<file path="src/hdl/fbik_pkg.sv">
// Package for the five-bar leg height IK unit: constants, types, arctangent table.
// No dependencies.
package fbik_pkg;

  localparam int RcW      = 11;
  localparam int ByteW    = 8;
  localparam int CfgIdxW  = 3;
  localparam int CfgDataW = 11;
  localparam int DegW     = 9;
  localparam int FiltW    = 24;
  localparam int BaseOffsetDefault = 0;

  localparam logic [CfgIdxW-1:0] REG_RC_MIN      = 3'd0;
  localparam logic [CfgIdxW-1:0] REG_RC_MAX      = 3'd1;
  localparam logic [CfgIdxW-1:0] REG_HEIGHT_LOW  = 3'd2;
  localparam logic [CfgIdxW-1:0] REG_HEIGHT_HIGH = 3'd3;
  localparam logic [CfgIdxW-1:0] REG_LINK_ONE    = 3'd4;
  localparam logic [CfgIdxW-1:0] REG_LINK_TWO    = 3'd5;
  localparam logic [CfgIdxW-1:0] REG_LINK_THREE  = 3'd6;
  localparam logic [CfgIdxW-1:0] REG_LINK_FOUR   = 3'd7;

  localparam int CordicSteps = 16;
  localparam logic signed [19:0] QuarterPi = 20'sd51472;
  localparam logic signed [19:0] TwoPi     = 20'sd411775;
  localparam int GainQ16  = 6554;
  localparam int ServoMax = 300;

  typedef struct packed {
    logic [RcW-1:0]   rc_min;
    logic [RcW-1:0]   rc_max;
    logic [ByteW-1:0] height_low;
    logic [ByteW-1:0] height_high;
    logic [ByteW-1:0] link_one;
    logic [ByteW-1:0] link_two;
    logic [ByteW-1:0] link_three;
    logic [ByteW-1:0] link_four;
  } cfg_t;

  typedef struct packed {
    logic [DegW-1:0]  left_front_deg;
    logic [DegW-1:0]  left_rear_deg;
    logic [DegW-1:0]  right_front_deg;
    logic [DegW-1:0]  right_rear_deg;
    logic [ByteW-1:0] height_now;
    logic             reach_ok;
  } result_t;

  function automatic logic [16:0] atan_entry(input logic [3:0] i);
    logic [16:0] v;
    unique case (i)
      4'd0: v = 17'd51472;  4'd1: v = 17'd30386;  4'd2: v = 17'd16055;
      4'd3: v = 17'd8150;   4'd4: v = 17'd4091;   4'd5: v = 17'd2047;
      4'd6: v = 17'd1024;   4'd7: v = 17'd512;    4'd8: v = 17'd256;
      4'd9: v = 17'd128;    4'd10: v = 17'd64;    4'd11: v = 17'd32;
      4'd12: v = 17'd16;    4'd13: v = 17'd8;     4'd14: v = 17'd4;
      default: v = 17'd2;
    endcase
    return v;
  endfunction

endpackage

</file>
<file path="src/hdl/fbik_front.sv">
// Front end: accept samples, clamp and map to height demand, push to the queue.
// Depends on fbik_pkg. The demand divide runs bit-serially (20 steps).
module fbik_front import fbik_pkg::*; (
  input  logic             clk,
  input  logic             rst_n,
  input  cfg_t             cfg,
  input  logic             in_valid,
  output logic             in_ready,
  input  logic [RcW-1:0]   in_rc_value,
  output logic             q_valid,
  input  logic             q_ready,
  output logic [ByteW-1:0] q_demand
);
  localparam logic [1:0] S_IDLE = 2'd0, S_DIV = 2'd1, S_PUSH = 2'd2;

  logic [1:0]        state_r, state_nxt;
  logic [RcW-1:0]    v_clamp;
  logic [19:0]       num_r;        // (v-lo)*|hh-hl| up to 2047*255
  logic [RcW-1:0]    den_r;
  logic [19:0]       quo_r;
  logic [RcW:0]      rem_r;
  logic [4:0]        cnt_r;
  logic              neg_r;
  logic [ByteW-1:0]  base_r;
  logic [ByteW-1:0]  dem_r;
  logic [RcW+1:0]    rem_sh;
  logic [ByteW:0]    span;
  logic [ByteW-1:0]  span_abs;
  logic              q_bit;
  logic [ByteW-1:0]  quo_lo;

  always_comb begin
    if (in_rc_value < cfg.rc_min)      v_clamp = cfg.rc_min;
    else if (in_rc_value > cfg.rc_max) v_clamp = cfg.rc_max;
    else                               v_clamp = in_rc_value;
    span     = {1'b0, cfg.height_high} - {1'b0, cfg.height_low};
    span_abs = span[ByteW] ? ByteW'(-span) : span[ByteW-1:0];
    rem_sh   = {rem_r, num_r[19]};
    q_bit    = (rem_sh >= {2'b0, den_r});
    // include the bit decided this cycle
    quo_lo   = {quo_r[ByteW-2:0], q_bit};
  end

  assign in_ready = (state_r == S_IDLE);
  assign q_valid  = (state_r == S_PUSH);
  assign q_demand = dem_r;

  always_comb begin
    state_nxt = state_r;
    unique case (state_r)
      S_IDLE: if (in_valid) state_nxt = S_DIV;
      S_DIV:  if (cnt_r == 5'd19) state_nxt = S_PUSH;
      S_PUSH: if (q_ready) state_nxt = S_IDLE;
      default: state_nxt = S_IDLE;
    endcase
  end

  always_ff @(posedge clk) begin
    if (!rst_n) state_r <= S_IDLE;
    else        state_r <= state_nxt;
  end

  always_ff @(posedge clk) begin
    if (state_r == S_IDLE && in_valid) begin
      num_r  <= 20'(RcW'(v_clamp - cfg.rc_min) * span_abs);
      den_r  <= RcW'(cfg.rc_max - cfg.rc_min);
      neg_r  <= span[ByteW];
      base_r <= cfg.height_low;
      quo_r  <= '0;
      rem_r  <= '0;
      cnt_r  <= '0;
    end else if (state_r == S_DIV) begin
      // restoring divide, one quotient bit per cycle
      if (q_bit) begin
        rem_r <= (RcW+1)'(rem_sh - {2'b0, den_r});
        quo_r <= {quo_r[18:0], 1'b1};
      end else begin
        rem_r <= rem_sh[RcW:0];
        quo_r <= {quo_r[18:0], 1'b0};
      end
      num_r <= {num_r[18:0], 1'b0};
      cnt_r <= cnt_r + 5'd1;
      if (cnt_r == 5'd19) begin
        if (den_r == '0) dem_r <= base_r;
        else if (neg_r)  dem_r <= base_r - quo_lo;
        else             dem_r <= base_r + quo_lo;
      end
    end
  end
endmodule

</file>
<file path="config.mk">
export PLATFORM = sky130hd
export DESIGN_NAME = fbik_front
export DESIGN_NICKNAME = d
export VERILOG_FILES = /design/src/hdl/fbik_pkg.sv /design/src/hdl/fbik_front.sv
export SDC_FILE = /design/constraint.sdc
export NUM_CORES = 1
export LEC_CHECK = 0
export BUFFER_PORTS_ARGS = -buffer_cell sky130_fd_sc_hd__buf_2
export CORE_MARGIN = 2
export CORE_UTILIZATION = 55
export CTS_CLUSTER_SIZE = 12
export DETAILED_ROUTE_END_ITERATION = 10
export PLACE_DENSITY = 0.82
export SYNTH_ARGS = -nofsm -noshare
export SYNTH_HDL_FRONTEND = slang
export SYNTH_SLANG_ARGS = --single-unit
</file>
<file path="constraint.sdc">
create_clock -name clk -period 9.4 [get_ports clk]
set_clock_uncertainty 0.1 [all_clocks]
set_input_delay 0.94 -clock clk [delete_from_list [all_inputs] [get_ports clk]]
set_output_delay 0.94 -clock clk [all_outputs]
set_load 0.02 [all_outputs]
</file>
# ---- After elaboration in Yosys (flattened, before gate mapping)
# Index checks and enable logic that the tools add are counted.
dict set report classes {
  eq_ne 6
  n_bitwise 1
  reduce_logical 6
  magnitude_cmp 3
  n_mul 1
  addsub 8
  div 0
  n_mux 13
  shifts 0
}
# cell n
set ops {}
lappend ops {{19-bit 2-to-1 mux} 2}
lappend ops {{8-bit 2-to-1 mux} 3}
lappend ops {{11-bit 2-to-1 mux} 2}
lappend ops {{11-bit subtractor} 2}
lappend ops {{11-bit by 8-bit multiplier with 19-bit output} 1}
lappend ops {{13-bit by 11-bit >= comparator with 1-bit output} 1}
lappend ops {{12-bit 2-to-1 mux} 1}
lappend ops {{12-bit by 11-bit subtractor with 12-bit output} 1}
lappend ops {{11-bit > comparator} 1}
lappend ops {{11-bit zero test} 1}
lappend ops {{11-bit < comparator} 1}
lappend ops {{8-bit by 8-bit subtractor with 9-bit output} 1}
lappend ops {{8-bit adder} 1}
lappend ops {{8-bit negator} 1}
lappend ops {{8-bit subtractor} 1}
lappend ops {{2-bit 2-to-1 mux} 3}
lappend ops {{2-bit one-hot mux with 3 select lines} 1}
lappend ops {{3-bit AND reduction} 2}
lappend ops {{5-bit by 1-bit adder with 5-bit output (second input constant)} 1}
lappend ops {{5-bit equality test (second input constant)} 1}
lappend ops {{2-bit != test (second input constant)} 2}
lappend ops {{2-bit by 1-bit equality test with 1-bit output (second input constant)} 1}
lappend ops {{2-bit equality test (second input constant)} 1}
lappend ops {{2-bit zero test} 1}
lappend ops {{5 further kinds} 5}
dict set report totals {
  ramBits 0
  latchBits 0
  memories 0
  ff_bits 74
  wordCells 48
  romBits 0
}

# ---- Longest topological paths before layout
# Gate-level depths: netlist (run 1).
dict set report logic_depth {
  word_depth 6
  mapped_depth 36
  ltp_nobuf 35
}

# ---- Least setup slack after synthesis (run 1)
# OpenSTA, ideal clock, no wires.
dict set report synth_path {
  path_kind {input-to-reg}
  from {input cfg[52] (netlist name)}
  to {register num_r[14] (data pin)}
  path_buffers 1
  t_required_ns 9.033
  stages 34
  slack_ns 1.319
  arrival_time_ns 7.715
  cell_sequence {inv_1 > ha_1 > a211oi_1 > o21ai_0 > o211ai_1 > o211ai_2 > o21ai_2 > clkbuf_1 > nand2_1 > o211ai_1 > o21ai_0 > ha_1 > fa_1 > nor2b_4 > o21ai_2 > nand2b_2 > a21o_1 > a21oi_1 > xor2_1 > nor2_1 > fa_1 > fa_1 > fa_1 > inv_1 > fa_1 > inv_1 > ha_1 > a21o_1 > a2111oi_2 > o31a_1 > inv_1 > a21oi_1 > xor2_1 > o21ai_0}
}
dict set report synth_between {
  elab_chain_cells 6
}
# element line_no
set synth_rtl {}
lappend synth_rtl {{start: declaration} fbik_front.sv:6} ;# input cfg_t cfg,
lappend synth_rtl {{11-bit > comparator} fbik_front.sv:34} ;# else if (in_rc_value > cfg.rc_max) v_clamp = cfg.rc_max;
lappend synth_rtl {{11-bit 2-to-1 mux (*)} fbik_front.sv:34}
lappend synth_rtl {{11-bit 2-to-1 mux (*)} fbik_front.sv:33} ;# if (in_rc_value < cfg.rc_min) v_clamp = cfg.rc_min;
lappend synth_rtl {{11-bit subtractor (*)} fbik_front.sv:65} ;# num_r <= 20'(RcW'(v_clamp - cfg.rc_min) * span_abs);
lappend synth_rtl {{11-bit by 8-bit multiplier with 19-bit output (*)} fbik_front.sv:65}
lappend synth_rtl {{19-bit 2-to-1 mux (*)} fbik_front.sv:64} ;# if (state_r == S_IDLE && in_valid) begin
lappend synth_rtl {{end signal: assignment} fbik_front.sv:65}
lappend synth_rtl {{end signal: assignment} fbik_front.sv:81} ;# num_r <= {num_r[18:0], 1'b0};
lappend synth_rtl {{end: declaration} fbik_front.sv:18} ;# logic [19:0] num_r;
# Every way passes the cells marked *; elsewhere a longest branch is shown, timed or not.
# A chain may end at the register's enable or synchronous reset.

# ---- Final worst setup path (run 1)
dict set report layout_path {
  from {input cfg[57] (netlist name)}
  to {register num_r[14] (data pin)}
}
# The elaborated chain is that of the path after synthesis.

==> results.yml, run 1 <==
routing:
  met2_length_mm: 8.68
  via_per_inst: 5.63
  met3_length_microns: 763
  top_layer: "met4"
  vias: 6984
  postRouteAntennaNets: 0
  wl_mm: 18.0
  post_drt_wl_per_cell_microns: 14.5
  firstDrtPassIters: 5
  met1Wirelength_mm: 8.01
  drt_iter0_markers: 399
  drc: 0
logic_synthesis:
  synthCells: 994
  yosys_warnings: 0
  synth_area_sq_um: 8530
  synth-main-ff-cell: "edfxtp_1"
  synth-seq-area-share_pct: 22.9
  synth_fp_nets: 1247
  ys_ff_latch: 74
  syn_avg_cell_area_sq_um: 8.58
  synth_cell_types: 70
  synth_edf_count: 47
  synth_async_sr_flop_share_pct: 0
status:
  outcome: "complete, no violations"
global_route:
  grt_pass1_vias: 7028
  gr-total-overflow: 0
  grt_util_all_layers_pct: 23.5
  antenna_found_initial: 0
  grt_pass1_wl_mm: 31.7
  grt_max_degree: 49
sta:
  slew_violations: 0
  finalHoldViolations: 0
  tightest_slew_ps: 1220
  period_share_pct: 90.7
  relSlewSlack_pct: 18.2
  tns_ps: 0
  rsz0062_at_grt: "false"
  period_minus_slack_ps: 8530
  setup_viol: 0
  fmax_mhz: 117
placed_design:
  dp_hpwl_mm: 14.5
  port_buffers: 62
  finalWeightedCongestion: 0.893
cts:
  cts_sinks: 74
  hold_buffers: 0
  cts_made_buffers: 9
  clk_latency_ps: 340
  clk_path_buf_depth: 2
  post_cts_resized: 0
  htree_levels: 3
  ctsRootBufferMaster: "clkbuf_16"
  cts.clk_slew.worst_paths_ps: 60
  tritoncts: "built"
  post-cts-setup-buffers: 0
floorplanning:
  row_count: 45
  dieWidth_microns: 129
  start_util_pct: 56.1
  boundaryPins: 95
  die_area_sq_um: 16500
  fp.dieH_microns: 129
  core-area_sq_um: 15200
worst_setup_path:
  cp_max_fo: 19
  required_ps: 9380
  crit_slowest_cell: "o21ai_2"
  startpoint_type: "input port"
  path_class: "in -> reg"
  critical-path-max-stage-delay_ps: 620
  endpoint_kind: "flop"
  crit_arrival_ps: 8510
final_layout:
  syn_to_final_growth_pct: 9.34
  drive_above_1_share_pct: 11.2
  num_antenna_cells: 0
  fillers: 1334
  finalNetCount: 1300
hold_path:
  hold_class: "reg -> reg"
flow_run:
  maxCapViolations: 0
## cells in the mapped netlist (2+ instances only)
cell | n | share of area, %
a211oi_1 | 5 | 0.44
a21boi_1 | 2 | 0.18
a21o_1 | 14 | 1.2
a21oi_1 | 65 | 3.8
a21oi_2 | 2 | 0.21
a22oi_1 | 2 | 0.18
a31oi_1 | 7 | 0.51
and2_1 | 2 | 0.15
and3_1 | 4 | 0.29
buf_1 | 5 | 0.22
buf_2 | 8 | 0.47
buf_6 | 2 | 0.26
clkbuf_1 | 14 | 0.62
dfxtp_1 | 27 | 6.3
edfxtp_1 | 47 | 17
fa_1 | 59 | 14
ha_1 | 109 | 16
inv_1 | 124 | 5.5
mux2_2 | 3 | 0.40
mux2i_1 | 6 | 0.70
nand2_1 | 70 | 3.1
nand2b_1 | 20 | 1.5
nand3_1 | 21 | 1.2
nand3b_1 | 2 | 0.18
nand4_1 | 8 | 0.59
nor2_1 | 128 | 5.6
nor2b_1 | 14 | 1.0
nor3_1 | 17 | 1.0
nor4_1 | 4 | 0.29
o211ai_1 | 6 | 0.53
o21a_1 | 9 | 0.79
o21ai_0 | 52 | 3.1
o21ai_1 | 15 | 0.88
o21ai_2 | 3 | 0.31
o21bai_1 | 4 | 0.35
o22ai_1 | 2 | 0.15
o31a_1 | 4 | 0.41
or2_1 | 6 | 0.44
or2_2 | 9 | 0.66
xnor2_1 | 37 | 3.8
xor2_1 | 26 | 2.7
xor2_2 | 2 | 0.38
## placed cells by master (no fill, tap or decap), types with 8 or more instances in the layout
cell / netlist / routed
buf_2: 8 / 62
nand4_1: 8 / 8
clkbuf_16: 0 / 9
nand2_1: 70 / 70
o21a_1: 9 / 9
xnor2_1: 37 / 37
a21o_1: 14 / 14
fa_1: 59 / 59
nor2_1: 128 / 128
nor2b_1: 14 / 14
a21oi_1: 65 / 65
inv_1: 124 / 124
dfxtp_1: 27 / 27
ha_1: 109 / 109
o21ai_1: 15 / 15
nand2b_1: 20 / 20
nor3_1: 17 / 17
xor2_1: 26 / 26
nand3_1: 21 / 21
buf_4: 1 / 10
or2_2: 9 / 9
edfxtp_1: 47 / 47
o21ai_0: 52 / 52
## kinds of logic after synthesis
logic type,after synthesis,synth area share (%)
mux,9,1.10
fa+ha+maj,168,29.8
compound gates,206,14.9
flops,74,22.9
simple gates,315,17.2
buf+inv,157,7.26
xor+xnor,65,6.85
## sequential cells by signal, indices dropped and copies added, names as in the netlist
name,count
base_r,8
cnt_r,5
den_r,11
neg_r,1
num_r,20
q_demand,8
quo_r,7
rem_r,12
state_r,2
## metrics by stage
step / instance area [sq um] / hold WS [ps] / std cells / worst slack, ps / util (%)
after global routing: 9330 / 409 / 1240 / 364 / 61.3
final: 9330 / 378 / 1240 / 874 / 61.3
after floorplan: 8530 / 318 / 994 / 1320 / -
after detailed placement: 9010 / 364 / 1224 / 554 / 59.3
after CTS: 9330 / 375 / 1240 / 914 / 61.3
after global placement: 9010 / 355 / 1224 / 722 / 59.3
## routing by layer
layer | up-vias | GRT usage [%]
li1 | 3457 | -
met5 | - | 0
met4 | 0 | 9.65
met2 | 172 | 41.5
met3 | 38 | 2.87
met1 | 3317 | 29.2
## final cells by class
type	instances	area [sq um]	area share, %
multi-input combinational	763	5960	63.9
sequential	74	1950	20.9
inverter	127	478	5.12
timing repair buffer	72	385	4.13
tap	188	235	2.52
clock buffer	9	225	2.41
clock inverter	7	92.6	0.993
## final timing paths
path | cells after the start | end | from | slack, ps
setup reg to reg | 19 | q_demand[7]$_DFFE_PP_ | den_r[1]$_DFFE_PP_ | 4160
hold / removal | 2 | rem_r[11]$_SDFFE_PP0P_ | rem_r[11]$_SDFFE_PP0P_ | 380
setup / recovery | 31 | num_r[14]$_DFFE_PP_ | cfg[57] | 870
hold reg to reg | 2 | rem_r[11]$_SDFFE_PP0P_ | rem_r[11]$_SDFFE_PP0P_ | 380
## worst max-delay path: cells and delay by family
kind | cells | cell delay, ps
buffers and inverters | 5 | 310
AOI/OAI and AO/OA | 10 | 2590
xor gates and xnor gates | 2 | 470
muxes | 1 | 410
and+or+nand+nor | 6 | 750
adders and majority gates | 7 | 3030
Power of run 1 is left out: the tool's default activity adds up to more than one toggle a clock period on the data nets, which glitch-free logic cannot reach.
==> run 2: changes to the inputs <==
--- a/config.mk
+++ b/config.mk
@@ -5,6 +5,7 @@
 export SDC_FILE = /design/constraint.sdc
 export NUM_CORES = 1
 export LEC_CHECK = 0
+export ABC_AREA = 1
 export BUFFER_PORTS_ARGS = -buffer_cell sky130_fd_sc_hd__buf_2
 export CORE_MARGIN = 2
 export CORE_UTILIZATION = 55
==> results.yml, run 2 <==
final_layout:
  largest_reg_flops: 20
  largest_registers: "num_r (20), rem_r (12), den_r (11)"
  final_cell_mix: "inv_1 (206), nand2_1 (186), nor2_1 (127)"
  seq_area_sq_um: 1950
  fillers: 1361
  fin_util_pct: 62.1
  multiInputGateArea_sq_um: 5850
  finalNetCount: 1442
  drive_above_1_share_pct: 9.72
  final_common_cell: "inv_1"
  regMostFlops: "num_r"
  num_antenna_cells: 0
  syn_to_final_growth_pct: 9.75
sta:
  hold_slack_ps: 365
  fmax_mhz: 118
  tns_ps: 0
  slew_violations: 0
  period_share_pct: 90.1
  setup_viol: 0
  finalHoldViolations: 0
  setup_ws_ps: 929
  tightest_slew_ps: 1210
  relSlewSlack_pct: 19.1
  period_minus_slack_ps: 8470
  rsz0062_at_grt: "false"
cts:
  cts.clk_slew.worst_paths_ps: 70
  cts_sinks: 74
  post_cts_resized: 0
  cts_made_buffers: 9
  clk_path_buf_depth: 2
  htree_levels: 3
  hold_buffers: 0
  clk_latency_ps: 340
  post-cts-setup-buffers: 0
  tritoncts: "built"
  ctsRootBufferMaster: "clkbuf_16"
logic_synthesis:
  synth_fp_nets: 1380
  synth_area_sq_um: 8670
  netlist_top_cells_area: "edfxtp_1 (16%), ha_1 (16%), fa_1 (14%)"
  synth_common_cells: "inv_1 (206), nand2_1 (186), nor2_1 (127)"
  synth_async_sr_flop_share_pct: 0
  synth_top_cell_by_area: "edfxtp_1"
  synth_cell_types: 49
  syn_avg_cell_area_sq_um: 7.69
  yosys_warnings: 0
  synth_edf_count: 47
  synth-seq-area-share_pct: 22.5
  synthCells: 1127
  synth-main-ff-cell: "edfxtp_1"
  synth_most_common_cell: "inv_1"
  ys_ff_latch: 74
  synth.top_cell.area_share_pct: 16.3
placed_design:
  dp_hpwl_mm: 15.4
  port_buffers: 62
  finalWeightedCongestion: 0.893
  pre_cts_slack_ps: 737
worst_setup_path:
  reg2reg_from: "den_r[2]$_DFFE_PP_"
  startpoint_type: "input port"
  endpoint_kind: "flop"
  path_class: "in -> reg"
  crit_arrival_ps: 8470
  r2r_slack_ps: 5460
  required_ps: 9400
  cp_max_fo: 20
  cp-startpoint: "cfg[58]"
  crit_slowest_cell: "xor2_1"
  critical-path-max-stage-delay_ps: 550
  crit_top_cell: "inv_1"
  r2r_end: "q_demand[5]$_DFFE_PP_"
  cp-endpoint: "num_r[15]$_DFFE_PP_"
  r2r_cells: 24
routing:
  vias: 7600
  drt_iter0_markers: 552
  drc: 0
  via_per_inst: 5.41
  post_drt_wl_per_cell_microns: 13.7
  postRouteAntennaNets: 0
  firstDrtPassIters: 5
  wl_mm: 19.3
global_route:
  grt_pass1_wl_mm: 33.7
  grt_util_all_layers_pct: 24.9
  gr-total-overflow: 0
  grt_pass1_vias: 7435
  grt_max_degree: 37
  antenna_found_initial: 0
floorplanning:
  die_area_sq_um: 16800
  core-area_sq_um: 15300
  boundaryPins: 95
  dieWidth_microns: 130
  row_count: 45
  fp.dieH_microns: 130
  start_util_pct: 56.6
hold_path:
  hold_class: "reg -> reg"
status:
  outcome: "complete, no violations"
flow_run:
  maxCapViolations: 0
[run 2: routing by layer]
metal / vias up / part of all wire, % / wire [microns] / global-route usage, %
met1: 3508 / 45 / 8620 / 33.3
li1: 3790 / - / - / -
met2: 265 / 47 / 9130 / 42.6
met4: 0 / 2.1 / 405 / 8.41
met3: 37 / 5.8 / 1110 / 2.44
met5: - / 0 / 0 / 0
[run 2: worst min-delay path by stage]
| stage | startpoint | to | depth (start not counted) |
|---|---|---|---|
| finish | num_r[19]$_SDFFE_PP0P_ | rem_r[0]$_SDFFE_PP0P_ | 2 |
| global route | quo_r[6]$_SDFFE_PP0P_ | quo_r[6]$_SDFFE_PP0P_ | 2 |
| CTS | num_r[19]$_SDFFE_PP0P_ | rem_r[0]$_SDFFE_PP0P_ | 2 |
| detailed placement | num_r[19]$_SDFFE_PP0P_ | rem_r[0]$_SDFFE_PP0P_ | 2 |
| global placement | num_r[19]$_SDFFE_PP0P_ | rem_r[0]$_SDFFE_PP0P_ | 2 |
| floorplan | num_r[18]$_DFFE_PP_ | num_r[19]$_SDFFE_PP0P_ | 2 |
[run 2: cell families after synthesis]
kind of cell / after synthesis / synth area share (%)
and+or+nand+nor: 428 / 21.1
buffers and inverters: 230 / 10.0
AOI/OAI and AO/OA: 177 / 11.7
adders and majority gates: 168 / 29.3
DFF: 74 / 22.5
xor gates and xnor gates: 49 / 5.30
muxes: 1 / 0.115
[run 2: area by class of cell]
| cell class | count | area share (%) |
|---|---|---|
| timing repair buffer | 64 | 3.42 |
| sequential | 74 | 20.5 |
| clock inverter | 3 | 0.473 |
| clock buffer | 13 | 2.75 |
| multi-input combinational | 823 | 61.5 |
| inverter | 217 | 8.61 |
| tap | 211 | 2.77 |
[run 2: critical path: cells and delay by family]
family / cells / cell delay [ps]
compound gates: 9 / 1910
simple gates: 10 / 1530
xor+xnor: 1 / 550
buf+inv: 7 / 600
fa+ha+maj: 7 / 2950
[run 2: stage by stage]
stage,area (sq um),std cells
after floorplan,8670,1127
after global placement,9210,1389
after detailed placement,9210,1389
after CTS,9520,1405
after global routing,9520,1405
final,9520,1405
Power of run 2 is left out for the same reason.
==> run 3: changes to the inputs <==
--- a/config.mk
+++ b/config.mk
@@ -7,11 +7,15 @@
 export LEC_CHECK = 0
 export ABC_AREA = 1
 export BUFFER_PORTS_ARGS = -buffer_cell sky130_fd_sc_hd__buf_2
+export CELL_PAD_IN_SITES_DETAIL_PLACEMENT = 1
+export CELL_PAD_IN_SITES_GLOBAL_PLACEMENT = 1
 export CORE_MARGIN = 2
-export CORE_UTILIZATION = 55
+export CORE_UTILIZATION = 45
 export CTS_CLUSTER_SIZE = 12
 export DETAILED_ROUTE_END_ITERATION = 10
-export PLACE_DENSITY = 0.82
+export PLACE_DENSITY = 0.88
+export SETUP_SLACK_MARGIN = 0.05
 export SYNTH_ARGS = -nofsm -noshare
 export SYNTH_HDL_FRONTEND = slang
 export SYNTH_SLANG_ARGS = --single-unit
+export TNS_END_PERCENT = 10
==> results.yml, run 3 (same netlist as run 2, synthesis figures left out) <==
hold_path:
  hold_class: "reg -> reg"
  min_to: "rem_r[7]$_SDFFE_PP0P_"
  min-delay-start: "rem_r[7]$_SDFFE_PP0P_"
  hold_depth: 2
sta:
  relSlewSlack_pct: 25.6
  fmax_mhz: 117
  period_minus_slack_ps: 8530
  finalHoldViolations: 0
  tns_ps: 0
  period_share_pct: 90.8
  tightest_slew_ps: 1110
  setup_viol: 0
  rsz0062_at_grt: "false"
  slew_violations: 0
global_route:
  grt_util_all_layers_pct: 25.4
  grt_pass1_vias: 8554
  grt_max_degree: 37
  grt_use_met1_pct: 29.8
  grt.met3_usage_pct: 2.92
  grt_util_met2_pct: 47.8
  gr-total-overflow: 0
  grt_pass1_wl_mm: 40.9
  antenna_found_initial: 0
  top_usage_layer: "met2"
routing:
  wl_mm: 24.1
  post_drt_wl_per_cell_microns: 16.5
  drt_iter0_markers: 324
  firstDrtPassIters: 4
  vias: 7849
  via_per_inst: 5.37
  postRouteAntennaNets: 0
  drc: 0
floorplanning:
  row_count: 50
  start_util_pct: 46.1
  boundaryPins: 95
  die_area_sq_um: 20400
  fp.dieH_microns: 143
  dieWidth_microns: 143
  core-area_sq_um: 18800
cts:
  clk_path_buf_depth: 2
  cts.clk_slew.worst_paths_ps: 70
  hold_buffers: 0
  cts_made_buffers: 9
  tritoncts: "built"
  post_cts_resized: 0
  htree_levels: 3
  cts_sinks: 74
  ctsRootBufferMaster: "clkbuf_16"
  clk_latency_ps: 350
  post-cts-setup-buffers: 0
final_layout:
  syn_to_final_growth_pct: 10.7
  final_cell_mix: "inv_1 (206), nand2_1 (186), nor2_1 (127)"
  largest_registers: "num_r (20), rem_r (12), den_r (11)"
  largest_reg_flops: 20
  fin_cells: 1461
  fillers: 2405
  drive_above_1_share_pct: 10.4
  finalNetCount: 1449
  num_antenna_cells: 0
  regMostFlops: "num_r"
  final_common_cell: "inv_1"
placed_design:
  dp_hpwl_mm: 19.7
  finalWeightedCongestion: 0.855
  placed_cells: 1445
  port_buffers: 62
worst_setup_path:
  r2r_end: "q_demand[5]$_DFFE_PP_"
  cp_max_fo: 20
  required_ps: 9420
  crit_arrival_ps: 8550
  startpoint_type: "input port"
  path_class: "in -> reg"
  crit_top_cell: "nand2_1"
  critical-path-max-stage-delay_ps: 560
  endpoint_kind: "flop"
  crit_slowest_cell: "fa_1"
  reg2reg_from: "den_r[2]$_DFFE_PP_"
  r2r_slack_ps: 5340
  r2r_cells: 24
flow_run:
  maxCapViolations: 0
status:
  outcome: "complete, no violations"
==> run 3: cell count changes in the layout (fill, tap and decap cells not counted) <==
cell,change
buf_4,+7
clkbuf_1,-3
bufinv_16,-1
clkbuf_16,-1
clkbuf_8,+1
clkinv_1,+1
clkinv_2,+1
clkinvlp_4,+1
inv_6,+1
==> run 3: per-layer routing <==
layer | wire length (microns) | part of all wire (%)
met4 | 608 | 2.5
met2 | 12500 | 52
met5 | 0 | 0
met3 | 720 | 3.0
met1 | 10300 | 43
==> run 3: worst max path at each step <==
stage	start	endpoint	slack (ps)	cells after the start
2_1_floorplan	cfg[67]	num_r[15]$_DFFE_PP_	1860	31
3_3_place_gp	cfg[58]	num_r[18]$_DFFE_PP_	760	39
3_5_place_dp	cfg[58]	num_r[12]$_DFFE_PP_	510	36
4_1_cts	cfg[57]	num_r[12]$_DFFE_PP_	850	35
5_1_grt	cfg[58]	num_r[12]$_DFFE_PP_	250	36
6_report	cfg[58]	num_r[12]$_DFFE_PP_	870	35
==> run 3: per-stage QoR <==
step                instance area, sq um  hold WS, ps  setup slack, ps  util (%)
global placement                    9330          348              763      49.5
global route                        9600          415              253      51.0
CTS                                 9600          379              846      51.0
detailed placement                  9330          370              511      49.5
finish                              9600          375              866      51.0
floorplan                           8670          322             1860         -
==> run 3: cell type report <==
cell class | instances | area (sq um) | share of cell area [%]
multi-input cells | 823 | 5850 | 60.9
flip-flops and latches | 74 | 1950 | 20.3
inverters | 217 | 820 | 8.53
repair buffers | 71 | 378 | 3.93
well taps | 260 | 325 | 3.39
clock buffers | 10 | 239 | 2.49
clock inverters | 6 | 40.0 | 0.417
==> run 3: critical path, delay by kind of cell <==
family                     cells  cell delay [ps]
adders and majority gates      8             3420
muxes                          1              130
buffers and inverters          7              640
and+or+nand+nor               14             2050
AOI/OAI and AO/OA              5             1380
Power of run 3 is left out for the same reason.
