--- src/hdl/fbik_pkg.sv ---
// Package for the five-bar leg height IK unit: constants, types, arctangent table.
// No dependencies.
package fbik_pkg;

  localparam int RcW      = 11;
  localparam int ByteW    = 8;
  localparam int CfgIdxW  = 3;
  localparam int CfgDataW = 11;
  localparam int DegW     = 9;
  localparam int FiltW    = 24;
  localparam int BaseOffsetDefault = 0;

  localparam logic [CfgIdxW-1:0] REG_RC_MIN      = 3'd0;
  localparam logic [CfgIdxW-1:0] REG_RC_MAX      = 3'd1;
  localparam logic [CfgIdxW-1:0] REG_HEIGHT_LOW  = 3'd2;
  localparam logic [CfgIdxW-1:0] REG_HEIGHT_HIGH = 3'd3;
  localparam logic [CfgIdxW-1:0] REG_LINK_ONE    = 3'd4;
  localparam logic [CfgIdxW-1:0] REG_LINK_TWO    = 3'd5;
  localparam logic [CfgIdxW-1:0] REG_LINK_THREE  = 3'd6;
  localparam logic [CfgIdxW-1:0] REG_LINK_FOUR   = 3'd7;

  localparam int CordicSteps = 16;
  localparam logic signed [19:0] QuarterPi = 20'sd51472;
  localparam logic signed [19:0] TwoPi     = 20'sd411775;
  localparam int GainQ16  = 6554;
  localparam int ServoMax = 300;

  typedef struct packed {
    logic [RcW-1:0]   rc_min;
    logic [RcW-1:0]   rc_max;
    logic [ByteW-1:0] height_low;
    logic [ByteW-1:0] height_high;
    logic [ByteW-1:0] link_one;
    logic [ByteW-1:0] link_two;
    logic [ByteW-1:0] link_three;
    logic [ByteW-1:0] link_four;
  } cfg_t;

  typedef struct packed {
    logic [DegW-1:0]  left_front_deg;
    logic [DegW-1:0]  left_rear_deg;
    logic [DegW-1:0]  right_front_deg;
    logic [DegW-1:0]  right_rear_deg;
    logic [ByteW-1:0] height_now;
    logic             reach_ok;
  } result_t;

  function automatic logic [16:0] atan_entry(input logic [3:0] i);
    logic [16:0] v;
    unique case (i)
      4'd0: v = 17'd51472;  4'd1: v = 17'd30386;  4'd2: v = 17'd16055;
      4'd3: v = 17'd8150;   4'd4: v = 17'd4091;   4'd5: v = 17'd2047;
      4'd6: v = 17'd1024;   4'd7: v = 17'd512;    4'd8: v = 17'd256;
      4'd9: v = 17'd128;    4'd10: v = 17'd64;    4'd11: v = 17'd32;
      4'd12: v = 17'd16;    4'd13: v = 17'd8;     4'd14: v = 17'd4;
      default: v = 17'd2;
    endcase
    return v;
  endfunction

endpackage

--- src/hdl/fbik_queue.sv ---
// Two-entry queue between front and back ends.
// Depends on fbik_pkg.
module fbik_queue import fbik_pkg::*; (
  input  logic             clk,
  input  logic             rst_n,
  input  logic             wr_valid,
  output logic             wr_ready,
  input  logic [ByteW-1:0] wr_data,
  output logic             rd_valid,
  input  logic             rd_ready,
  output logic [ByteW-1:0] rd_data
);
  logic [ByteW-1:0] mem_r [2];
  logic             wp_r, rp_r;
  logic [1:0]       cnt_r;
  logic             push, pop;

  assign wr_ready = (cnt_r != 2'd2);
  assign rd_valid = (cnt_r != 2'd0);
  assign rd_data  = mem_r[rp_r];
  assign push     = wr_valid && wr_ready;
  assign pop      = rd_valid && rd_ready;

  always_ff @(posedge clk) begin
    if (push) mem_r[wp_r] <= wr_data;
  end

  always_ff @(posedge clk) begin
    if (!rst_n) begin
      wp_r <= 1'b0; rp_r <= 1'b0; cnt_r <= 2'd0;
    end else begin
      if (push) wp_r <= ~wp_r;
      if (pop)  rp_r <= ~rp_r;
      cnt_r <= cnt_r + 2'(push) - 2'(pop);
    end
  end
endmodule

--- config.mk ---
export PLATFORM = sky130hd
export DESIGN_NAME = fbik_queue
export DESIGN_NICKNAME = d
export VERILOG_FILES = /design/src/hdl/fbik_pkg.sv /design/src/hdl/fbik_queue.sv
export SDC_FILE = /design/constraint.sdc
export NUM_CORES = 1
export LEC_CHECK = 0
export ABC_CLOCK_PERIOD_IN_PS = 2150
export BUFFER_PORTS_ARGS = -buffer_cell sky130_fd_sc_hd__buf_2
export CAP_MARGIN = 0
export CORE_MARGIN = 10
export CORE_UTILIZATION = 26
export DETAILED_ROUTE_END_ITERATION = 6
export HOLD_SLACK_MARGIN = 0.02
export MAX_ROUTING_LAYER = met4
export SYNTH_ARGS = -nofsm -noshare
export SYNTH_HDL_FRONTEND = slang
export SYNTH_SLANG_ARGS = --single-unit
--- constraint.sdc ---
create_clock -name clk -period 2.15 [get_ports clk]
set_input_delay 0.215 -clock clk [delete_from_list [all_inputs] [get_ports clk]]
set_output_delay 0.215 -clock clk [all_outputs]
set_load 0.03 [all_outputs]
# Yosys cells after proc, flatten, opt, wreduce, memory -nomap -nowiden
# Memory sizes are Yosys's and may differ from the RTL's. A register that Yosys moved wholly into a read port is not among the register bits.
# Cells that the tools add are included.
[classes]
add_sub_neg = 2
n_mul = 0
n_div = 0
magnitude_cmp = 0
n_eq_ne = 1
n_shift = 0
n_mux = 4
bitwise_logic = 2
n_reduce_logical = 3
[ops]
columns = ["operator", "n"]
rows = [
  ["$mux W1", 4],
  ["$add A2 B1 Y2", 1],
  ["$logic_and A1 B1 Y1", 2],
  ["$ne A2 B2 Y1 const B", 1],
  ["$not A1 Y1", 2],
  ["$reduce_bool A2 Y1", 1],
  ["$sub A2 B1 Y2", 1],
]
[totals]
register_bits = 4
latch_bits = 0
ram_bits = 16
mem_bits_ro = 0
input_bits = 12
out_inout_bits = 10
mem_count = 1
[mem_list]
columns = ["name", "depth", "width", "rd", "rd_clocked_by_memory_dff", "wr", "line_no", "source"]
rows = [
  ["mem_r", 2, 8, 1, 1, 1, "fbik_queue.sv:13", "logic [ByteW-1:0] mem_r [2];"],
]

# Logic depth before layout (Yosys ltp)
# Gate-level depths: netlist of the first run.
[logic_depth]
word_depth = 4
depth_mapped = 8

# Least setup slack after synthesis of the first run
# Ideal clock, no wire load.
[synth_path]
path_kind = "register to register"
from = "reg cnt_r[0]"
to = "reg cnt_r[1]"
arrival_time_ns = 1.688
required_ns = 2.035
slack_ns = 0.347
path_stages_with_launch = 9
period_less_slack_ns = 1.803
path_cell_list = "dfxtp_1 -> nand2b_1 -> nand2_1 -> ha_1 -> inv_1 -> ha_1 -> xnor2_1 -> xnor2_1 -> and2_1"
[synth_between]
elab_chain_cells = 4
word_cells_on_any_way = 6
cone_classes = "add/sub (2); eq/ne (1); reduce/logical (3)"
[synth_lines]
columns = ["item", "line_no", "source"]
rows = [
  ["start: declaration", "fbik_queue.sv:15", "logic [1:0] cnt_r;"],
  ["start signal: assignment", "fbik_queue.sv:34", "cnt_r <= cnt_r + 2'(push) - 2'(pop);"],
  ["$ne A2 B2 Y1", "fbik_queue.sv:18", "assign wr_ready = (cnt_r != 2'd2);"],
  ["via wr_ready", "fbik_queue.sv:7", "output logic wr_ready,"],
  ["$logic_and A1 B1 Y1", "fbik_queue.sv:21", "assign push = wr_valid && wr_ready;"],
  ["$add A2 B1 Y2", "fbik_queue.sv:34", ""],
  ["$sub A2 B1 Y2", "fbik_queue.sv:34", ""],
]
# The timed path passes the listed nets, and every way through them passes these cells.
# A chain may end at the register's enable or synchronous reset.

==> results of run 1 <==
placed cells by master, fill, tap and decap left out, types with 2 or more instances in the layout:
cell,instances
sky130_fd_sc_hd__xnor2_1,3
sky130_fd_sc_hd__nand2b_1,2
sky130_fd_sc_hd__nand2_1,2
sky130_fd_sc_hd__mux2_2,8
sky130_fd_sc_hd__edfxtp_1,16
sky130_fd_sc_hd__nor2b_1,2
sky130_fd_sc_hd__clkbuf_4,3
sky130_fd_sc_hd__buf_2,21
sky130_fd_sc_hd__and2_1,2
sky130_fd_sc_hd__dfxtp_1,5
sky130_fd_sc_hd__ha_1,2
logic make-up (layout without fill, tap and decap cells):
logic type	count (synthesis)	count (layout)
fa+ha+maj	2	2
mux	9	9
buf+inv	2	27
xor+xnor	3	3
flops	21	21
compound gates	1	1
simple gates	11	11
layer usage:
| metal | up-vias | GRT usage (%) | wire length, um |
|---|---|---|---|
| met1 | 201 | 5.04 | 539 |
| met4 | 0 | 2.47 | 7 |
| li1 | 223 | - | - |
| met2 | 12 | 8.96 | 682 |
| met5 | - | - | 0 |
| met3 | 2 | 2.86 | 132 |
critical path, delay by kind of cell, from the launching register on:
family,cells,cell delay (ns)
DFF,1,0.56
muxes,1,0.38
buffers and inverters,1,0.18
flip-flops by register name (all words and copies together) (netlist names), named ones only:
name and flops:
mem_r 16, cnt_r 2, rp_r 1, wp_r 1
worst max-delay path by stage:
stage	from	to	slack (ns)	cells past startpoint
final	flop	rd_data[2]	0.53	2
after global routing	cnt_r[0]	cnt_r[1]	0.36	8
after CTS	flop	rd_data[2]	0.48	2
after detailed placement	cnt_r[0]	cnt_r[1]	0.53	8
after global placement	cnt_r[0]	cnt_r[1]	0.57	8
after floorplan	cnt_r[0]	cnt_r[1]	0.35	8
report_power, final:
part           total (mW)  switching (mW)  leakage, nW  internal [mW]
registers           0.562          0.0457        0.191          0.516
clock network       0.179           0.107       0.0150         0.0721
logic               0.421           0.245        0.183          0.176
total                1.16           0.398        0.389          0.764
through the flow:
stage | std cells | hold slack (ns)
global route | 118 | 0.0890
floorplan | 49 | 0.314
CTS | 118 | 0.0935
detailed placement | 114 | 0.410
global placement | 114 | 0.405
finish | 118 | 0.105
cell type report:
class | count | area (um^2)
flip-flops and latches | 21 | 581
multi-input cells | 26 | 221
clock buffers | 4 | 26.3
repair buffers | 22 | 113
fillers | 298 | 2030
well taps | 44 | 55.1
inverters | 1 | 3.75
==> impl_summary.txt, run 1 <==
----------------------------------------------------
[Yosys]
  Yosys reg bits ... 21
  Number of enable flip-flop cells after synthesis ... 16
  Syn. warnings ... 0
  Simple-gate share of the synthesized area ... 7.56%
  Most used standard cells in the synthesized netlist ... sky130_fd_sc_hd__edfxtp_1, sky130_fd_sc_hd__mux2_2, sky130_fd_sc_hd__dfxtp_1
  Count of unique library cells instantiated by Yosys ... 16
  Cell with the most instances after synthesis ... sky130_fd_sc_hd__edfxtp_1
  Async set or reset register ratio after synthesis ... 0%
  Count of mapped cells out of synthesis ... 49
  Post-Synth Adder-Cell Area ... 3.09%
  Mux cell area share after synthesis ... 12.3%
  Synthesized area divided by synthesized cell count ... 16.5 um^2
  Largest area contributor in the netlist ... sky130_fd_sc_hd__edfxtp_1
  Cell types with the largest area share after synthesis ... sky130_fd_sc_hd__edfxtp_1, sky130_fd_sc_hd__dfxtp_1, sky130_fd_sc_hd__mux2_2, sky130_fd_sc_hd__xnor2_1, sky130_fd_sc_hd__ha_1
  Primary flip-flop cell chosen by synthesis mapping ... sky130_fd_sc_hd__edfxtp_1
  Dominant combinational cell family by area after synthesis ... multiplexers
  Synthesized-area fraction occupied by ao, oa, aoi and oai cells ... 1.08%
  Post-synthesis instance area ... 811 um^2
  Register area share after synthesis ... 71.6%
  Synth Net Count ... 63
  Fraction of synthesized cell area taken by the top area cell type ... 59.3%
  Xor and xnor fraction of the mapped netlist area ... 3.24%

[Status]
  Run status ... finished, final reports clean

[CTS]
  H-Tree Depth ... 1
  Number of resized instances in the post-cts repair step ... 0
  Clock Sink Count ... 21
  Buffer count from post-CTS setup fixing ... 0
  Clock latency of the later-clocked register in the worst-skew pair ... 0.29 ns
  Buffer type at the clock tree root ... sky130_fd_sc_hd__clkbuf_4
  Clock buffer count from CTS ... 3
  Clock slew at the register clock pins of the worst setup and hold paths ... 0.11 ns
  Number of hold buffers added after CTS ... 0
  Clk buf depth ... 2
  Clock tree from TritonCTS ... done

[Cells and area]
  N_diodes ... 0
  Util after Layout ... 33.0%
  Final design area excluding fillers ... 1000 um^2
  Fraction of layout cells with a size suffix above 1 ... 47.3%
  Layout Area Growth over Synthesis ... 23.3%
  Number of nets in the layout ... 89

[Routing]
  Initial DRC count ... 17
  Total vias in the final route ... 438
  Final routed wire length divided by cell count ... 11.5 um
  Final routed wirelength across all metal layers ... 1.36 mm
  Post-DR vias/cell ... 3.71
  Count of nets left with antenna violations after detail routing ... 0
  TritonRoute pass-1 iters ... 2
  DRC errors left ... 0

[Setup path]
  FF-to-FF Start ... cnt_r[0]
  Depth of the most critical reg-to-reg path ... 8
  Critical path class ... reg -> out
  Top fanout value on the critical path ... 8
  Type of origin of the critical path ... flop
  Data arrival at the endpoint of the critical path ... 1.41 ns
  Worst-path cell chain ... mux2_2, buf_2
  Kind of end point of the critical path ... primary output
  End of the worst register-to-register path ... cnt_r[1]
  Req. time, crit path ... 1.93 ns
  Flop2flop setup slack ... 0.53 ns
  Critical-path top delay cell ... sky130_fd_sc_hd__dfxtp_1
  Maximum cell stage delay along the critical path ... 0.56 ns

[Global routing]
  Global-route wire length before repair ... 2.19 mm
  Global-route congestion overflow total ... 0
  Maximum number of pins on one net before global-route repair ... 12
  Initial antenna violation count ... 0
  Combined global-route utilization of all metal layers ... 5.38%
  Via count of the first global-routing pass ... 489

[STA]
  Slew @ Worst Pin ... 0.382 ns
  Fin crit period ... 1.62 ns
  Total Negative Setup Slacks ... 0 ns
  Slew Limit Headroom ... 74.5%
  Hold Violations, Final ... 0
  Achievable clock frequency ... 616 MHz
  RSZ-0062 raised after global routing ... no
  Slack of the critical path ... 0.526 ns
  Ratio of final minimum period to clock period ... 75.5%
  Setup skew after layout ... 0.00319 ns
  Final setup violation count ... 0
  Max-slew violations ... 0

[Hold path]
  Hold Crit Class ... in -> reg
  Hold Path End ... mem_r[1][7]
  Hold path startpoint ... wr_data[7]
  Worst Hold Path Cells ... 1

[Power and ir drop]
  Sum of internal, switching and leakage power ... 1.16 mW
  Pwr per Cell Area ... 1160 mW/mm^2
  Worst VDD drop ... 270 uV
  Leakage Power ... 0.389 nW

[Placed design]
  Port Buffer Count ... 21
  Placed cell areas ... 973 um^2
  Routability congestion estimate from global placement ... 0.638
  Post-place setup slack ... 0.530 ns
  Detailed placement HPWL ... 1.06 mm

[Die]
  Cell row count ... 20
  Y dimension of the die ... 75.8 um
  Core ar. ... 0.00303 mm^2
  Area enclosed by the die boundary ... 0.00575 mm^2
  Chip Width ... 75.8 um
  Initial Util ... 26.8%
  Number of top-level pins ... 22

[Flow run]
  Max-Cap Viols ... 0

----------------------------------------------------
(Power assumes the default switching activity.)
==> run 2: changes to the inputs <==
ABC_CLOCK_PERIOD_IN_PS = 1500   (was 2150)
clock period = 1.5 ns   (was 2.15 ns; I/O delays follow)
==> run 2 against run 1 <==
Against the previous run:
- critical path depth up 5
- count of clock-buffer cells in the layout down 1
- die area unchanged
- sequential cell count unchanged
- power up 63%
- utilization up 5.9 points
- routed wire length up 19%
- final area up 18%
- worst hold slack better by 0.014 ns
- register-to-register slack worse by 0.51 ns
- sequential power up 47%
- clock skew about the same
- largest cell class unchanged
==> impl_summary.txt, run 2 (synthesized netlist as in run 1, its figures left out) <==
----------------------------------------------------
[Status]
  Run status ... finished, final reports clean

[Flow run]
  Max-Cap Viols ... 0 (unchanged)

[STA]
  Fin crit period ... 1.48 ns
  Slew @ Worst Pin ... 0.425 ns (+0.0432 ns)
  Slack of the critical path ... 0.0168 ns (-0.509 ns)
  Total Negative Setup Slacks ... 0 ns (unchanged)
  Hold Violations, Final ... 0 (unchanged)
  Setup skew after layout ... 0.00364 ns (+0.000453 ns)
  RSZ-0062 raised after global routing ... yes
  Ratio of final minimum period to clock period ... 98.9%
  Final setup violation count ... 0 (unchanged)
  Worst hold margin ... 0.119 ns (+0.0140 ns)
  Achievable clock frequency ... 674 MHz
  Slew Limit Headroom ... 71.7% (-2.9 points)
  Max-slew violations ... 0 (unchanged)

[Setup path]
  Cell mode on critical path ... sky130_fd_sc_hd__ha_4
  Type of origin of the critical path ... flop
  Data arrival at the endpoint of the critical path ... 1.69 ns (+0.28 ns)
  Flop2flop setup slack ... 0.02 ns (-0.51 ns)
  Top fanout value on the critical path ... 3 (-5)
  FF-to-FF Start ... cnt_r[0]
  End of the worst register-to-register path ... cnt_r[1]
  Critical-path top delay cell ... sky130_fd_sc_hd__dfxtp_2
  Worst-path cell chain ... o21a_4, ha_4, inv_2, ha_4, xnor2_2, xnor2_1, and2_1
  Depth of the most critical reg-to-reg path ... 7 (-1)
  Maximum cell stage delay along the critical path ... 0.35 ns (-0.21 ns)
  Kind of end point of the critical path ... flop
  Critical path class ... reg -> reg
  Req. time, crit path ... 1.71 ns (-0.22 ns)

[Power and ir drop]
  Sum of internal, switching and leakage power ... 1.89 mW (+63%)
  Leakage Power ... 0.458 nW (+18%)
  Pwr per Cell Area ... 1600 mW/mm^2 (+38%)
  Worst VDD drop ... 743 uV (+170%)

[Cells and area]
  Biggest regs ... mem_r x16, cnt_r x2
  Util after Layout ... 38.9% (+5.9 points)
  Register containing the most flip-flops in the final layout ... mem_r
  Final design area excluding fillers ... 0.00118 mm^2 (+18%)
  Combined flip-flop and latch cell area ... 587 um^2 (+1.1%)
  Fraction of layout cells with a size suffix above 1 ... 57.5% (+10 points)
  Number of standard cells in the final layout excluding fillers ... 131 (+11%)
  Filler Cell Count ... 292 (-2.0%)
  Most common library cell in the layout ignoring fill and taps ... sky130_fd_sc_hd__buf_2
  Area taken by multi-input logic gates ... 275 um^2 (+24%)
  Leading cell types in the layout, fill and taps excluded ... sky130_fd_sc_hd__buf_2, sky130_fd_sc_hd__edfxtp_1, sky130_fd_sc_hd__mux2_2, sky130_fd_sc_hd__dlygate4sd3_1, sky130_fd_sc_hd__buf_4
  N_diodes ... 0 (unchanged)
  Number of flip-flops under the largest register name ... 16 (unchanged)
  Layout Area Growth over Synthesis ... 45.4%
  Number of nets in the layout ... 102 (+15%)

[Global routing]
  Via count of the first global-routing pass ... 566 (+16%)
  Maximum number of pins on one net before global-route repair ... 13 (+1)
  Global-route congestion overflow total ... 0 (unchanged)
  Global-route wire length before repair ... 2.51 mm (+15%)
  Initial antenna violation count ... 0 (unchanged)
  Combined global-route utilization of all metal layers ... 6.16% (+0.78 points)

[CTS]
  Clock tree from TritonCTS ... done
  Clock slew at the register clock pins of the worst setup and hold paths ... 0.11 ns (about the same)
  Clock buffer count from CTS ... 3 (unchanged)
  Clock latency of the later-clocked register in the worst-skew pair ... 0.30 ns (about the same)
  Clk buf depth ... 2 (unchanged)
  H-Tree Depth ... 1 (unchanged)
  Clock Sink Count ... 21 (unchanged)
  Buffer type at the clock tree root ... sky130_fd_sc_hd__clkbuf_4

[Die]
  Initial Util ... 26.8% (unchanged)
  Cell row count ... 20 (unchanged)
  Chip Width ... 75.8 um (unchanged)
  Core ar. ... 0.00303 mm^2 (unchanged)
  Area enclosed by the die boundary ... 0.00575 mm^2 (unchanged)
  Y dimension of the die ... 75.8 um (unchanged)
  Number of top-level pins ... 22 (unchanged)

[Hold path]
  Worst Hold Path Cells ... 2 (+1)
  Hold Path End ... cnt_r[0]
  Hold Crit Class ... in -> reg
  Hold path startpoint ... rst_n

[Routing]
  Total vias in the final route ... 505 (+15%)
  Final routed wire length divided by cell count ... 12.4 um (+7.2%)
  Count of nets left with antenna violations after detail routing ... 0 (unchanged)
  Final routed wirelength across all metal layers ... 1.62 mm (+19%)
  Initial DRC count ... 11 (-6)
  TritonRoute pass-1 iters ... 2 (unchanged)
  DRC errors left ... 0 (unchanged)
  Post-DR vias/cell ... 3.85 (+3.9%)

[Placed design]
  Post-place setup slack ... -0.0111 ns (-0.541 ns)
  Dpl cells ... 116 (+1.8%)
  Detailed placement HPWL ... 1.14 mm (+7.5%)
  Routability congestion estimate from global placement ... 0.680 (+6.6%)
  Placed cell areas ... 0.00103 mm^2 (+5.7%)
  Port Buffer Count ... 21 (unchanged)

----------------------------------------------------
## run 2: changes by cell type in the layout (fill, tap and decap cells not counted), sizes merged
cell	previous run	this run
clkbuf	4	3
clkinv	0	1
buf	22	27
dlygate4sd3	0	8
## run 2: where the power goes
| part | internal (mW) | switching (mW) | total (mW) |
|---|---|---|---|
| Combinational | 0.381 | 0.416 | 0.798 |
| Sequential | 0.751 | 0.0743 | 0.825 |
| Clock | 0.0995 | 0.167 | 0.267 |
## run 2: critical path, delay by kind of cell, from the launching register on
kind / cells / cell delay (ns)
adders and majority gates: 2 / 0.40
xor gates and xnor gates: 2 / 0.24
and+or+nand+nor: 1 / 0.13
buffers and inverters: 1 / 0.04
DFF: 1 / 0.35
AOI/OAI and AO/OA: 1 / 0.23
## run 2: layout make-up
cell class                      instances  area share [%]
Sequential cell                        21            49.8
Tap cell                               44            4.67
Multi-Input combinational cell         26            23.4
Timing Repair Buffer                   35            19.5
Clock inverter                          1           0.425
Inverter                                1           0.318
Clock buffer                            3            1.91
## run 2: worst max-delay path by stage
stage / cells after the start / slack (ns) / from / endpoint
after floorplan: 8 / -0.02 / cnt_r[0] / cnt_r[1]
after global placement: 7 / 0.02 / cnt_r[1] / cnt_r[1]
after detailed placement: 7 / -0.01 / cnt_r[1] / cnt_r[1]
after CTS: 2 / 0.006 / flop / rd_data[6]
after global routing: 8 / -0.04 / cnt_r[0] / cnt_r[1]
final: 7 / 0.02 / cnt_r[0] / cnt_r[1]
## run 2: layer usage
layer  wire, um  GRT usage, %  part of all wire, %  vias to the layer above
met4          0          1.24                    0                        0
met2        790          10.1                   49                       20
met3        168          3.91                   10                        0
li1           -             -                    -                      251
met5          0             -                    0                        -
met1        662          6.12                   41                      234
## run 2: what timing repair did
action	in CTS	in global routing
hold endpoints to repair	14	2
buffers inserted	2	1
gates resized for setup	3	1
pin swaps	1	4
endpoints found under the setup margin	9	9
hold buffers	7	1
==> run 3: changes to the inputs <==
ABC_AREA = 1   (was unset)
CORE_ASPECT_RATIO = 0.5   (was unset)
PLACE_DENSITY_LB_ADDON = 0.12   (was unset)
==> run 3 against run 2 <==
Against the previous run:
- via count increased by 5.0%
- critical endpoint unchanged
- setup slack improved by 0.027 ns
- largest cell class unchanged
- final cell count decreased by 0.76%
- synthesized cell count increased by 24%
- clock skew decreased by 0.0033 ns
- critical path depth increased by 4
- global-route usage decreased by 0.86 points
- fmax increased by 1.8%
- register-to-register slack improved by 0.03 ns
- first-iteration DRC count decreased by 18%
==> impl_summary.txt, run 3 <==
----------------------------------------------------
[Yosys]
  Fraction of synthesized cell area taken by the top area cell type ... 55.1% (-4.2 points)
  Largest area contributor in the netlist ... sky130_fd_sc_hd__edfxtp_1
  Cell types with the largest area share after synthesis ... sky130_fd_sc_hd__edfxtp_1, sky130_fd_sc_hd__mux2_4, sky130_fd_sc_hd__dfxtp_1, sky130_fd_sc_hd__inv_1, sky130_fd_sc_hd__nand2_1
  Synth Net Count ... 75 (+19%)
  Async set or reset register ratio after synthesis ... 0% (unchanged)
  Post-synthesis instance area ... 872 um^2 (+7.6%)
  Number of enable flip-flop cells after synthesis ... 16 (unchanged)
  Most used standard cells in the synthesized netlist ... sky130_fd_sc_hd__edfxtp_1, sky130_fd_sc_hd__mux2_4, sky130_fd_sc_hd__inv_1, sky130_fd_sc_hd__nand2_1, sky130_fd_sc_hd__nor2_1
  Cell with the most instances after synthesis ... sky130_fd_sc_hd__edfxtp_1
  Count of mapped cells out of synthesis ... 61 (+24%)
  Count of unique library cells instantiated by Yosys ... 14 (-2)
  Yosys reg bits ... 21 (unchanged)
  Register area share after synthesis ... 66.6% (-5.0 points)
  Primary flip-flop cell chosen by synthesis mapping ... sky130_fd_sc_hd__edfxtp_1
  Syn. warnings ... 0 (unchanged)
  Synthesized area divided by synthesized cell count ... 14.3 um^2 (-14%)

[STA]
  Slew @ Worst Pin ... 0.339 ns (-0.0859 ns)
  Final setup violation count ... 0 (unchanged)
  Worst hold margin ... 0.0807 ns (-0.0385 ns)
  Achievable clock frequency ... 687 MHz (+1.8%)
  Setup skew after layout ... 0.000329 ns (-0.00331 ns)
  Fin crit period ... 1.46 ns (-0.0268 ns)
  Ratio of final minimum period to clock period ... 97.1% (-1.8 points)
  Max-slew violations ... 0 (unchanged)
  Hold Violations, Final ... 0 (unchanged)
  Slew Limit Headroom ... 77.4% (+5.7 points)
  Slack of the critical path ... 0.0436 ns (+0.0268 ns)

[Routing]
  TritonRoute pass-1 iters ... 4 (+2)
  Total vias in the final route ... 530 (+5.0%)
  Count of nets left with antenna violations after detail routing ... 0 (unchanged)
  Final routed wire length divided by cell count ... 12.6 um (+2.0%)
  DRC errors left ... 0 (unchanged)
  Initial DRC count ... 9 (-2)
  Post-DR vias/cell ... 4.08 (+5.8%)
  Final routed wirelength across all metal layers ... 1.64 mm (+1.2%)

[CTS]
  Clock latency of the later-clocked register in the worst-skew pair ... 0.25 ns (-0.05 ns)
  Clock buffer count from CTS ... 3 (unchanged)
  Clk buf depth ... 2 (unchanged)
  H-Tree Depth ... 1 (unchanged)
  Clock Sink Count ... 21 (unchanged)
  Buffer type at the clock tree root ... sky130_fd_sc_hd__clkbuf_8
  Clock tree from TritonCTS ... done
  Clock slew at the register clock pins of the worst setup and hold paths ... 0.07 ns (-0.04 ns)
  Number of hold buffers added after CTS ... 0 (-7)

[Die]
  Number of top-level pins ... 22 (unchanged)
  Chip Width ... 102 um (+34%)
  Area enclosed by the die boundary ... 0.00621 mm^2 (+8.0%)
  Cell row count ... 14 (-30%)
  Y dimension of the die ... 61.0 um (-20%)
  Core ar. ... 0.00310 mm^2 (+2.4%)
  Initial Util ... 28.1% (+1.4 points)

[Setup path]
  Critical-path top delay cell ... sky130_fd_sc_hd__dfxtp_4
  Req. time, crit path ... 1.69 ns (-0.02 ns)
  Worst-path cell chain ... inv_4, nand2_4, nand2_4, ha_4, inv_1, ha_4, inv_2, nand2_2, nand3_2, nand2_1, nor2_1
  Flop2flop setup slack ... 0.04 ns (+0.03 ns)
  Data arrival at the endpoint of the critical path ... 1.64 ns (-0.05 ns)
  Maximum cell stage delay along the critical path ... 0.40 ns (+0.05 ns)
  Top fanout value on the critical path ... 4 (+1)
  Kind of end point of the critical path ... flop
  Type of origin of the critical path ... flop
  Critical path class ... reg -> reg

[Power and ir drop]
  Pwr per Cell Area ... 1810 mW/mm^2 (+13%)
  Worst VDD drop ... 945 uV (+27%)
  Leakage Power ... 0.490 nW (+6.9%)

[Flow run]
  Max-Cap Viols ... 0 (unchanged)

[Placed design]
  Port Buffer Count ... 21 (unchanged)
  Post-place setup slack ... -0.0361 ns (-0.0250 ns)
  Detailed placement HPWL ... 1.20 mm (+5.6%)
  Dpl cells ... 123 (+6.0%)
  Routability congestion estimate from global placement ... 0.584 (-14%)
  Placed cell areas ... 0.00104 mm^2 (+0.73%)

[Global routing]
  Via count of the first global-routing pass ... 503 (-11%)
  Maximum number of pins on one net before global-route repair ... 13 (unchanged)
  Global-route congestion overflow total ... 0 (unchanged)
  Initial antenna violation count ... 0 (unchanged)
  Combined global-route utilization of all metal layers ... 5.30% (-0.86 points)
  Global-route wire length before repair ... 2.37 mm (-5.5%)

[Cells and area]
  Biggest regs ... mem_r x16, cnt_r x2
  Number of nets in the layout ... 105 (+2.9%)
  Fraction of layout cells with a size suffix above 1 ... 58.9% (+1.4 points)
  Most common library cell in the layout ignoring fill and taps ... sky130_fd_sc_hd__buf_2
  Layout Area Growth over Synthesis ... 33.0%
  N_diodes ... 0 (unchanged)
  Number of standard cells in the final layout excluding fillers ... 130 (-0.76%)
  Register containing the most flip-flops in the final layout ... mem_r
  Number of flip-flops under the largest register name ... 16 (unchanged)
  Final design area excluding fillers ... 0.00116 mm^2 (-1.6%)
  Leading cell types in the layout, fill and taps excluded ... sky130_fd_sc_hd__buf_2, sky130_fd_sc_hd__edfxtp_1, sky130_fd_sc_hd__mux2_4
  Util after Layout ... 37.4% (-1.5 points)

[Status]
  Run status ... finished, final reports clean

[Hold path]
  Hold Crit Class ... in -> reg

----------------------------------------------------
[run 3: cell types whose count changed in the layout (fill, tap and decap cells not counted), moves of 3 or more]
| cell | before | now |
|---|---|---|
| sky130_fd_sc_hd__clkbuf_4 | 3 | 0 |
| sky130_fd_sc_hd__clkbuf_8 | 0 | 3 |
| sky130_fd_sc_hd__dlygate4sd3_1 | 8 | 0 |
| sky130_fd_sc_hd__inv_1 | 0 | 5 |
| sky130_fd_sc_hd__mux2_2 | 8 | 0 |
| sky130_fd_sc_hd__mux2_4 | 0 | 8 |
| sky130_fd_sc_hd__nand2_1 | 1 | 4 |
| sky130_fd_sc_hd__nand2_2 | 0 | 3 |
| sky130_fd_sc_hd__nor2_1 | 1 | 6 |
[run 3: cell type report]
cell class	instances	area [um^2]
fill	302	1940
sequential	21	586
multi-input combinational	32	307
timing repair buffer	26	143
tap	40	50.0
clock buffer	3	41.3
inverter	7	28.8
clock inverter	1	5.00
[run 3: path summary, 6_finish.rpt]
kind	startpoint	to	cells after the start
setup / recovery	cnt_r[0]	cnt_r[1]	11
hold / removal	wr_data[3]	mem_r[1][3]	1
setup reg to reg	cnt_r[0]	cnt_r[1]	11
hold reg to reg	rp_r	rp_r	2
[run 3: what timing repair did]
| action | 4_1_cts | 5_1_grt |
|---|---|---|
| resized for setup | 1 | 14 |
| endpoints found under the setup margin | 1 | 1 |
| pin swaps | 0 | 5 |
| buffers inserted | 0 | 3 |
| endpoints found under the hold margin | 0 | 0 |
[run 3: stage by stage]
stage | total power [mW] | setup TNS, ns
detailed placement | 1.59 | -0.0361
finish | 2.10 | 0
floorplan | 1.40 | 0
CTS | 1.96 | 0
global route | 2.24 | -0.0279
global placement | 1.57 | 0
[run 3: kinds of logic (layout without fill, tap and decap cells)]
| family | after synthesis | after routing | share of synthesized area (%) |
|---|---|---|---|
| compound gates | 2 | 2 | 1.15 |
| fa+ha+maj | 2 | 2 | 2.87 |
| buf+inv | 8 | 37 | 4.30 |
| flops | 21 | 21 | 66.6 |
| mux | 8 | 8 | 13.8 |
| simple gates | 20 | 20 | 11.3 |
[run 3: metal layers]
| metal | global-route usage, % | wire [um] | vias to the layer above |
|---|---|---|---|
| li1 | - | - | 265 |
| met1 | 4.54 | 580 | 251 |
| met2 | 9.23 | 896 | 12 |
| met3 | 3.40 | 136 | 2 |
| met4 | 2.39 | 27 | 0 |
| met5 | - | 0 | - |
[run 3: critical path, delay by kind of cell (launching register included)]
| family | cells | cell delay (ns) |
|---|---|---|
| adder cells (fa/ha/maj) | 2 | 0.42 |
| buffers and inverters | 3 | 0.15 |
| flip-flops | 1 | 0.40 |
| AND/OR/NAND/NOR | 6 | 0.42 |
[run 3: where the power goes]
part | switching (mW) | internal (mW) | leakage (nW) | total [mW]
Combinational | 0.523 | 0.381 | 0.272 | 0.904
Sequential | 0.0845 | 0.758 | 0.192 | 0.843
Clock | 0.169 | 0.184 | 0.0255 | 0.354
